**config.mk**
```make
export PLATFORM = sky130hd
export DESIGN_NAME = arc_front
export DESIGN_NICKNAME = d
export VERILOG_FILES = /design/src/rtl/arc_pkg.sv /design/src/rtl/arc_front.sv
export SDC_FILE = /design/constraint.sdc
export NUM_CORES = 1
export LEC_CHECK = 0
export BUFFER_PORTS_ARGS = -buffer_cell sky130_fd_sc_hd__clkbuf_2
export CAP_MARGIN = 20
export CORE_AREA = 3 3 190 192
export DETAILED_ROUTE_END_ITERATION = 7
export DIE_AREA = 0 0 193 195
export PLACE_DENSITY = 0.79
export SETUP_SLACK_MARGIN = 0.05
export SYNTH_ARGS = -nofsm -noshare
export SYNTH_HDL_FRONTEND = slang
export SYNTH_SLANG_ARGS = --single-unit
export TNS_END_PERCENT = 20
```
**constraint.sdc**
```tcl
create_clock -name i_clk -period 12.2 [get_ports i_clk]
set_input_delay 1.83 -clock i_clk [delete_from_list [all_inputs] [get_ports i_clk]]
set_output_delay 1.83 -clock i_clk [all_outputs]
set_load 0.02 [all_outputs]
```
**src/rtl/arc_pkg.sv**
```systemverilog
// ----------------------------------------------------------------------------
// arc_pkg
// shared types and constants of the address range cache
// ----------------------------------------------------------------------------
package arc_pkg;

    localparam int SLOTS_DEF  = 16;
    localparam int LIMIT_W    = 5;
    localparam int IN_W       = 248;
    localparam int OUT_W      = 296;
    localparam int QDEPTH     = 2;

    typedef enum logic [2:0] {
        OP_LOOKUP    = 3'd0,
        OP_ADD       = 3'd1,
        OP_REMOVE    = 3'd2,
        OP_TRANSLATE = 3'd3,
        OP_FLUSH     = 3'd4
    } t_op;

    localparam logic [1:0] ST_OK    = 2'd0;
    localparam logic [1:0] ST_EXIST = 2'd1;
    localparam logic [1:0] ST_MISS  = 2'd2;

    typedef struct packed {
        logic        has_mapping;
        logic [15:0] map_id;
        logic [31:0] access_flags;
        logic [63:0] offset_in_file;
        logic [63:0] range_end;
        logic [63:0] addr;
        logic [2:0]  op;
        logic        known;
    } t_cmd;

    typedef struct packed {
        logic        evicted;
        logic [63:0] translated;
        logic [31:0] hit_flags;
        logic [63:0] hit_offset;
        logic [63:0] hit_end;
        logic [63:0] hit_start;
        logic [1:0]  status;
    } t_res;

    typedef enum logic [2:0] {
        S_IDLE,
        S_SCAN,
        S_EVICT,
        S_AGE,
        S_RESULT
    } t_state;

endpackage

```
**src/rtl/arc_front.sv**
```systemverilog
// ----------------------------------------------------------------------------
// arc_front
// accepts items, classifies the op and queues commands for the back end
// ----------------------------------------------------------------------------
module arc_front (
    input  logic                  i_clk,
    input  logic                  i_rst_n,
    input  logic                  i_valid,
    output logic                  o_ready,
    input  logic [2:0]            i_op,
    input  logic [63:0]           i_addr,
    input  logic [63:0]           i_range_end,
    input  logic [63:0]           i_offset_in_file,
    input  logic [31:0]           i_access_flags,
    input  logic [15:0]           i_map_id,
    input  logic                  i_has_mapping,
    output logic                  o_cmd_valid,
    input  logic                  i_cmd_ready,
    output arc_pkg::t_cmd         o_cmd
);

    arc_pkg::t_cmd r_q [arc_pkg::QDEPTH];
    logic [0:0]    r_wp, r_rp;
    logic [1:0]    r_cnt;
    arc_pkg::t_cmd w_in;
    logic          w_push, w_pop;

    always_comb begin
        w_in.has_mapping    = i_has_mapping;
        w_in.map_id         = i_map_id;
        w_in.access_flags   = i_access_flags;
        w_in.offset_in_file = i_offset_in_file;
        w_in.range_end      = i_range_end;
        w_in.addr           = i_addr;
        w_in.op             = i_op;
        w_in.known          = (i_op <= arc_pkg::OP_FLUSH);
    end

    assign o_ready     = (r_cnt != 2'(arc_pkg::QDEPTH));
    assign o_cmd_valid = (r_cnt != 2'd0);
    assign o_cmd       = r_q[r_rp];
    assign w_push      = i_valid && o_ready;
    assign w_pop       = o_cmd_valid && i_cmd_ready;

    always_ff @(posedge i_clk) begin
        if (w_push) begin
            r_q[r_wp] <= w_in;
        end
        if (!i_rst_n) begin
            r_wp  <= '0;
            r_rp  <= '0;
            r_cnt <= '0;
        end else begin
            if (w_push) begin
                r_wp <= r_wp + 1'b1;
            end
            if (w_pop) begin
                r_rp <= r_rp + 1'b1;
            end
            r_cnt <= r_cnt + 2'(w_push) - 2'(w_pop);
        end
    end

`ifndef SYNTHESIS
    a_cnt_max: assert property (@(posedge i_clk) disable iff (!i_rst_n)
        r_cnt <= 2'(arc_pkg::QDEPTH)) else $error("queue overflow");
    a_no_pop_empty: assert property (@(posedge i_clk) disable iff (!i_rst_n)
        (r_cnt == 2'd0) |-> !o_cmd_valid) else $error("pop when empty");
    a_cnt_step: assert property (@(posedge i_clk) disable iff (!i_rst_n)
        (w_push && !w_pop) |=> (r_cnt == $past(r_cnt) + 2'd1))
        else $error("count step");
`endif

endmodule

```
==> results of run 1 <==
[power by group]
part           leakage (uW)  internal [uW]  switching, uW
Sequential          0.00463           2070           63.1
Combinational       0.00323            420            629
Clock              0.000795            894            593
Total               0.00865           3390           1290
[cell usage in the layout, fill, tap and decap left out, types with 2 or more instances in the layout]
| master | count |
|---|---|
| clkbuf_2 | 494 |
| edfxtp_1 | 490 |
| mux2_2 | 195 |
| mux2_4 | 50 |
| clkbuf_16 | 50 |
| clkinv_2 | 12 |
| buf_4 | 8 |
| bufinv_16 | 7 |
| clkinv_1 | 6 |
| clkbuf_1 | 4 |
| dfxtp_1 | 4 |
| diode_2 | 3 |
| o21ai_0 | 3 |
| and2_1 | 3 |
| nand2b_1 | 2 |
| nor2_1 | 2 |
| a21bo_2 | 2 |
| clkinv_8 | 2 |
| clkinvlp_4 | 2 |
[cell families after synthesis]
group | after synthesis | share of synthesized area, %
flops | 495 | 81.72
mux | 246 | 16.31
buf+inv | 28 | 1.125
simple gates | 13 | 0.4073
compound gates | 8 | 0.3244
xor+xnor | 1 | 0.04832
fa+ha+maj | 1 | 0.06901
[final cells by class]
cell class	instances	area (sq um)
sequential	495	14820
fill	2289	11870
multi-input combinational	269	3115
timing repair buffer	502	2532
clock buffer	54	1266
tap	455	569.3
clock inverter	30	349.1
inverter	1	11.26
antenna	3	7.507
[flip-flops by register name (all words and copies together), names as in the netlist, named ones only]
| signal | cells |
|---|---|
| r_wp | 1 |
| r_cnt | 2 |
| r_rp | 1 |
| r_q | 490 |
[layer usage]
layer | GRT usage, % | up-vias
met5 | 0 | -
met4 | 7.742 | 0
met3 | 6.679 | 82
met2 | 33.23 | 437
met1 | 21.96 | 4559
li1 | - | 4234
[how the worst max path moves through the flow]
stage	startpoint	end	slack, ns	depth (start not counted)
final	register	o_cmd[146]	6.61	4
after global routing	register	o_cmd[238]	6.44	4
after CTS	register	o_cmd[146]	6.59	4
after detailed placement	register	o_cmd[109]	7.21	4
after global placement	register	o_cmd[155]	7.24	4
after floorplan	i_valid	r_q[1][0]	4.10	1
[stage by stage]
| step | utilization [%] | setup slack (ns) | hold slack, ns | power, uW | instances |
|---|---|---|---|---|---|
| after detailed placement | 60.93 | 7.210 | 0.5704 | 3226 | 1722 |
| after CTS | 65.60 | 6.592 | 0.5922 | 4717 | 1806 |
| after global placement | 60.93 | 7.242 | 0.5673 | 3207 | 1722 |
| after floorplan | - | 4.098 | 0.5285 | 2927 | 792 |
| final | 65.63 | 6.609 | 0.5893 | 4671 | 1809 |
| after global routing | 65.62 | 6.440 | 0.6419 | 4850 | 1808 |
[critical path, delay by kind of cell, from the launching register on]
| family | cells | cell delay [ns] |
|---|---|---|
| mux | 1 | 0.42 |
| flops | 1 | 0.84 |
| buf+inv | 3 | 1.82 |
==> results.yml, run 1 <==
setup_path:
  crit_path_top_delay_cell: "buf_4"
  critPathMaxFanout: 81
  endpoint_kind: "output pin"
  critPathKind: "reg2out"
  reg2reg_depth: 4
  critical_path_arrival_ns: 3.76
  max_stage_delay_ns: 0.94
  critPathRequiredTime_ns: 10.37
  reg2reg_to: "r_q[1][107]"
  r2r_slack_ns: 8.85
  cp-start-kind: "register"
  crit_chain: "buf_4 -> buf_4 -> mux2_2 -> clkbuf_2"
  crit_top_cell: "buf_4"
  rr_startpoint: "r_cnt[0]"
clock_tree:
  cts.clk_slew.worst_paths_ns: 0.06
  cts-root-to-sink-buffers: 3
  cts_made_buffers: 48
  clock-sinks: 495
  cts_setup_buffers: 0
  cts-resized-gates: 0
  ctsHtreeMaxLevel: 2
  insertion_delay_ns: 0.56
  cts_hold_buf: 0
  cts_tree: "done"
  clock-root-buffer: "clkbuf_16"
placed_design:
  routabilityCongestion: 0.8243
  place_hpwl_um: 25900
  placed_area_sq_um: 21050
  port_buffers: 494
final_layout:
  area_delta_synth_final_pct: 25.05
  fin_nets: 1566
  stdcell_area_sq_um: 22670
  layout-drive-gt1-share_pct: 61.21
detailed_routing:
  first_iter_violations: 552
  vias_per_cell: 5.148
  drcViolationCount: 0
  wl_um: 37570
  route.met2.wl_um: 19200
  drtAntennaViolNets: 0
  maxUsedRoutingLayer: "met4"
  wl_met1_um: 13140
  wl_met3_um: 3782
  drt-pass1-iter-count: 4
  route.vias.total: 9312
  detail_route.wl_per_cell_um: 20.77
global_routing:
  grt.overflow.total: 0
  grt_pass1_vias: 9692
  antenna_found_initial: 2
  track_usage_pct: 19.26
  grt_start_max_net_pins: 94
  grt_pass1_wl_um: 54990
floorplanning:
  start_util_pct: 52.48
  io_pins: 495
  core.rowCount: 68
  die_y_um: 195
  die-width_um: 193
  core_sq_um: 34540
  dieArea_sq_um: 37640
worst_hold_path:
  worstHoldPathCells: 2
  min_path_type: "reg2reg"
  holdCritStartpoint: "r_rp"
logic_synthesis:
  synth_edf_count: 490
  synth-main-ff-cell: "edfxtp_1"
  seq_area_frac_synth_pct: 81.72
  synth.distinct_cells: 25
  synth_common_cells: "edfxtp_1, mux2_2, mux2_4"
  yosys_warnings: 0
  yosysTopAreaCell: "edfxtp_1"
  netlist_instances: 792
  yosysMostFrequentCell: "edfxtp_1"
  synth.avg_cell_area_sq_um: 22.89
  synth_top_cells_by_area: "edfxtp_1, mux2_2, mux2_4, dfxtp_1, buf_4"
  ys_ff_latch: 495
  synth_top_cell_area_share_pct: 81.17
  async_flop_share_pct: 0
  netlist_area_sq_um: 18130
  synthesis.nets: 1041
sta:
  min_period_over_period_pct: 45.83
  hold_violations: 0
  tightest_slew_ns: 1.089
  rsz0062_at_grt: "false"
  setup_viol: 0
  slew_viol_final: 0
  relSlewSlack_pct: 27.37
  fmax_mhz: 178.9
  finalSetupTns_ns: 0
  fin_crit_ns: 5.591
  skew_ns: 0.02455
power:
  vdd_drop_max_uv: 192.8
  leakagePower_uw: 0.008652
  cellPowerDensity_nw_per_um2: 206.1
outcome:
  status: "finished, final reports clean"
run:
  drv_cap: 0
Note: power is estimated with default switching activity, not from simulation.
==> inputs of run 2 (changes only) <==
- CORE_AREA: 3 3 190 192 -> default
- CORE_MARGIN: default -> 3
- CORE_UTILIZATION: default -> 52
- DIE_AREA: 0 0 193 195 -> default
- clock period: 12.2 -> 5.6 ns (I/O delays scaled with it)
==> results.yml, run 2 (synthesized netlist as in run 1, its figures left out) <==
global_routing:
  use_met1_pct: 20.78
  antenna_found_initial: 2
  met3_usage_pct: 7.557
  grt_start_max_net_pins: 138
  grtUsageMet2_pct: 34.97
  grt.overflow.total: 0
  busiest_layer: "met2"
  grt_pass1_vias: 9824
  track_usage_pct: 19.58
  grt_pass1_wl_um: 54540
run:
  drv_cap: 0
setup_path:
  crit_path_top_delay_cell: "mux2_2"
  max_stage_delay_ns: 0.45
  reg2reg_to: "r_q[0][165]"
  r2r_slack_ns: 2.94
  endpoint_kind: "output pin"
  critPathMaxFanout: 123
  critical_path_arrival_ns: 2.23
  cp-start-kind: "register"
  rr_startpoint: "r_cnt[0]"
  critPathKind: "reg2out"
  critPathRequiredTime_ns: 4.76
  critPathCapture: "o_cmd[124]"
  reg2reg_depth: 4
  crit_chain: "buf_12 -> mux2_2 -> clkbuf_2"
final_layout:
  nFillCells: 2264
  fin_cells: 1799
  largestRegisters: "r_q x490, r_cnt x2"
  final_cell_mix: "clkbuf_2, edfxtp_1, mux2_2, mux2_4, clkbuf_16"
  fin_nets: 1565
  layout_commonest_cell: "clkbuf_2"
  largest_reg_flops: 490
  area_delta_synth_final_pct: 24.20
  layout-drive-gt1-share_pct: 60.07
  largest_register: "r_q"
clock_tree:
  clock-root-buffer: "clkbuf_16"
  cts-root-to-sink-buffers: 3
  cts_tree: "done"
  cts_hold_buf: 0
  insertion_delay_ns: 0.54
  cts_setup_buffers: 0
  cts.clk_slew.worst_paths_ns: 0.06
  cts_made_buffers: 48
  ctsHtreeMaxLevel: 2
  clock-sinks: 495
  cts-resized-gates: 0
sta:
  finalSetupTns_ns: 0
  min_period_over_period_pct: 54.81
  tightest_slew_ns: 0.9929
  rsz0062_at_grt: "false"
  relSlewSlack_pct: 33.81
  skew_ns: 0.01491
  setup_viol: 0
  slew_viol_final: 0
  fmax_mhz: 325.8
  fin_crit_ns: 3.069
  hold_violations: 0
placed_design:
  dpl.cell_count: 1713
  place_hpwl_um: 25760
  port_buffers: 494
  routabilityCongestion: 0.7531
floorplanning:
  die_y_um: 192.7
  core_sq_um: 33950
  io_pins: 495
  core.rowCount: 67
  dieArea_sq_um: 37140
  start_util_pct: 53.40
  die-width_um: 192.7
outcome:
  status: "finished, final reports clean"
detailed_routing:
  drcViolationCount: 0
  vias_per_cell: 5.155
  drt-pass1-iter-count: 4
  wl_um: 37980
  drtAntennaViolNets: 0
  route.vias.total: 9273
  detail_route.wl_per_cell_um: 21.11
  first_iter_violations: 506
power:
  vdd_drop_max_uv: 382.7
  cellPowerDensity_nw_per_um2: 437.2
  leakagePower_uw: 0.008556
worst_hold_path:
  min_path_type: "in2reg"
run 2: cell types whose count changed in the layout (fill, tap and decap cells not counted), moves of 5 or more:
| cell | before | now |
|---|---|---|
| clkinv_1 | 6 | 15 |
| clkinv_2 | 12 | 7 |
| clkbuf_1 | 4 | 10 |
| buf_4 | 8 | 1 |
| bufinv_16 | 7 | 1 |
| buf_12 | 0 | 5 |
run 2: cell type report:
| cell class | count | area, sq um | area share (%) |
|---|---|---|---|
| diodes | 1 | 2.502 | 0.01111 |
| well taps | 448 | 560.5 | 2.490 |
| multi-input cells | 269 | 3115 | 13.84 |
| clock inverters | 25 | 136.4 | 0.6057 |
| repair buffers | 501 | 2608 | 11.58 |
| inverters | 1 | 11.26 | 0.05001 |
| flip-flops and latches | 495 | 14820 | 65.81 |
| clock buffers | 59 | 1264 | 5.613 |
run 2: stage by stage:
stage	setup slack [ns]	power [uW]	hold WS (ns)	utilization (%)	cell area, sq um
2_1_floorplan	-0.6581	6356	0.5280	-	18130
3_3_place_gp	2.650	7005	0.5642	62.10	21090
3_5_place_dp	2.625	7047	0.5773	62.10	21090
4_1_cts	2.543	9944	0.4439	66.23	22490
5_1_grt	2.470	10230	0.4500	66.32	22520
6_report	2.531	9843	0.4793	66.32	22520
run 2: worst min-delay path by stage:
stage                     from    endpoint  slack [ns]  cells past startpoint
floorplan                 r_wp        r_wp        0.53                      2
global placement          r_rp    register        0.56                      2
detailed placement        r_rp        r_rp        0.58                      2
CTS                 i_addr[30]  r_q[1][34]        0.44                      1
global route        i_addr[30]  r_q[1][34]        0.45                      1
finish              i_addr[45]  r_q[1][49]        0.48                      1
run 2: where the power goes:
part	leakage, uW	total [uW]	internal [uW]	switching [uW]
clock network	0.000681	2880	1640	1250
logic	0.00325	2360	937	1430
registers	0.00463	4600	4510	89.8
total	0.00856	9840	7080	2760
run 2: critical path: cells and delay by family, from the launching register on:
kind,cells,cell delay (ns)
buffers and inverters,2,0.59
multiplexers,1,0.45
flip-flops,1,0.37
run 2: per-layer routing:
layer  part of all wire, %  vias to the layer above
li1                      -                     4225
met1                    34                     4557
met2                    52                      398
met3                    10                       91
met4                   3.7                        2
met5                 0.034                        -
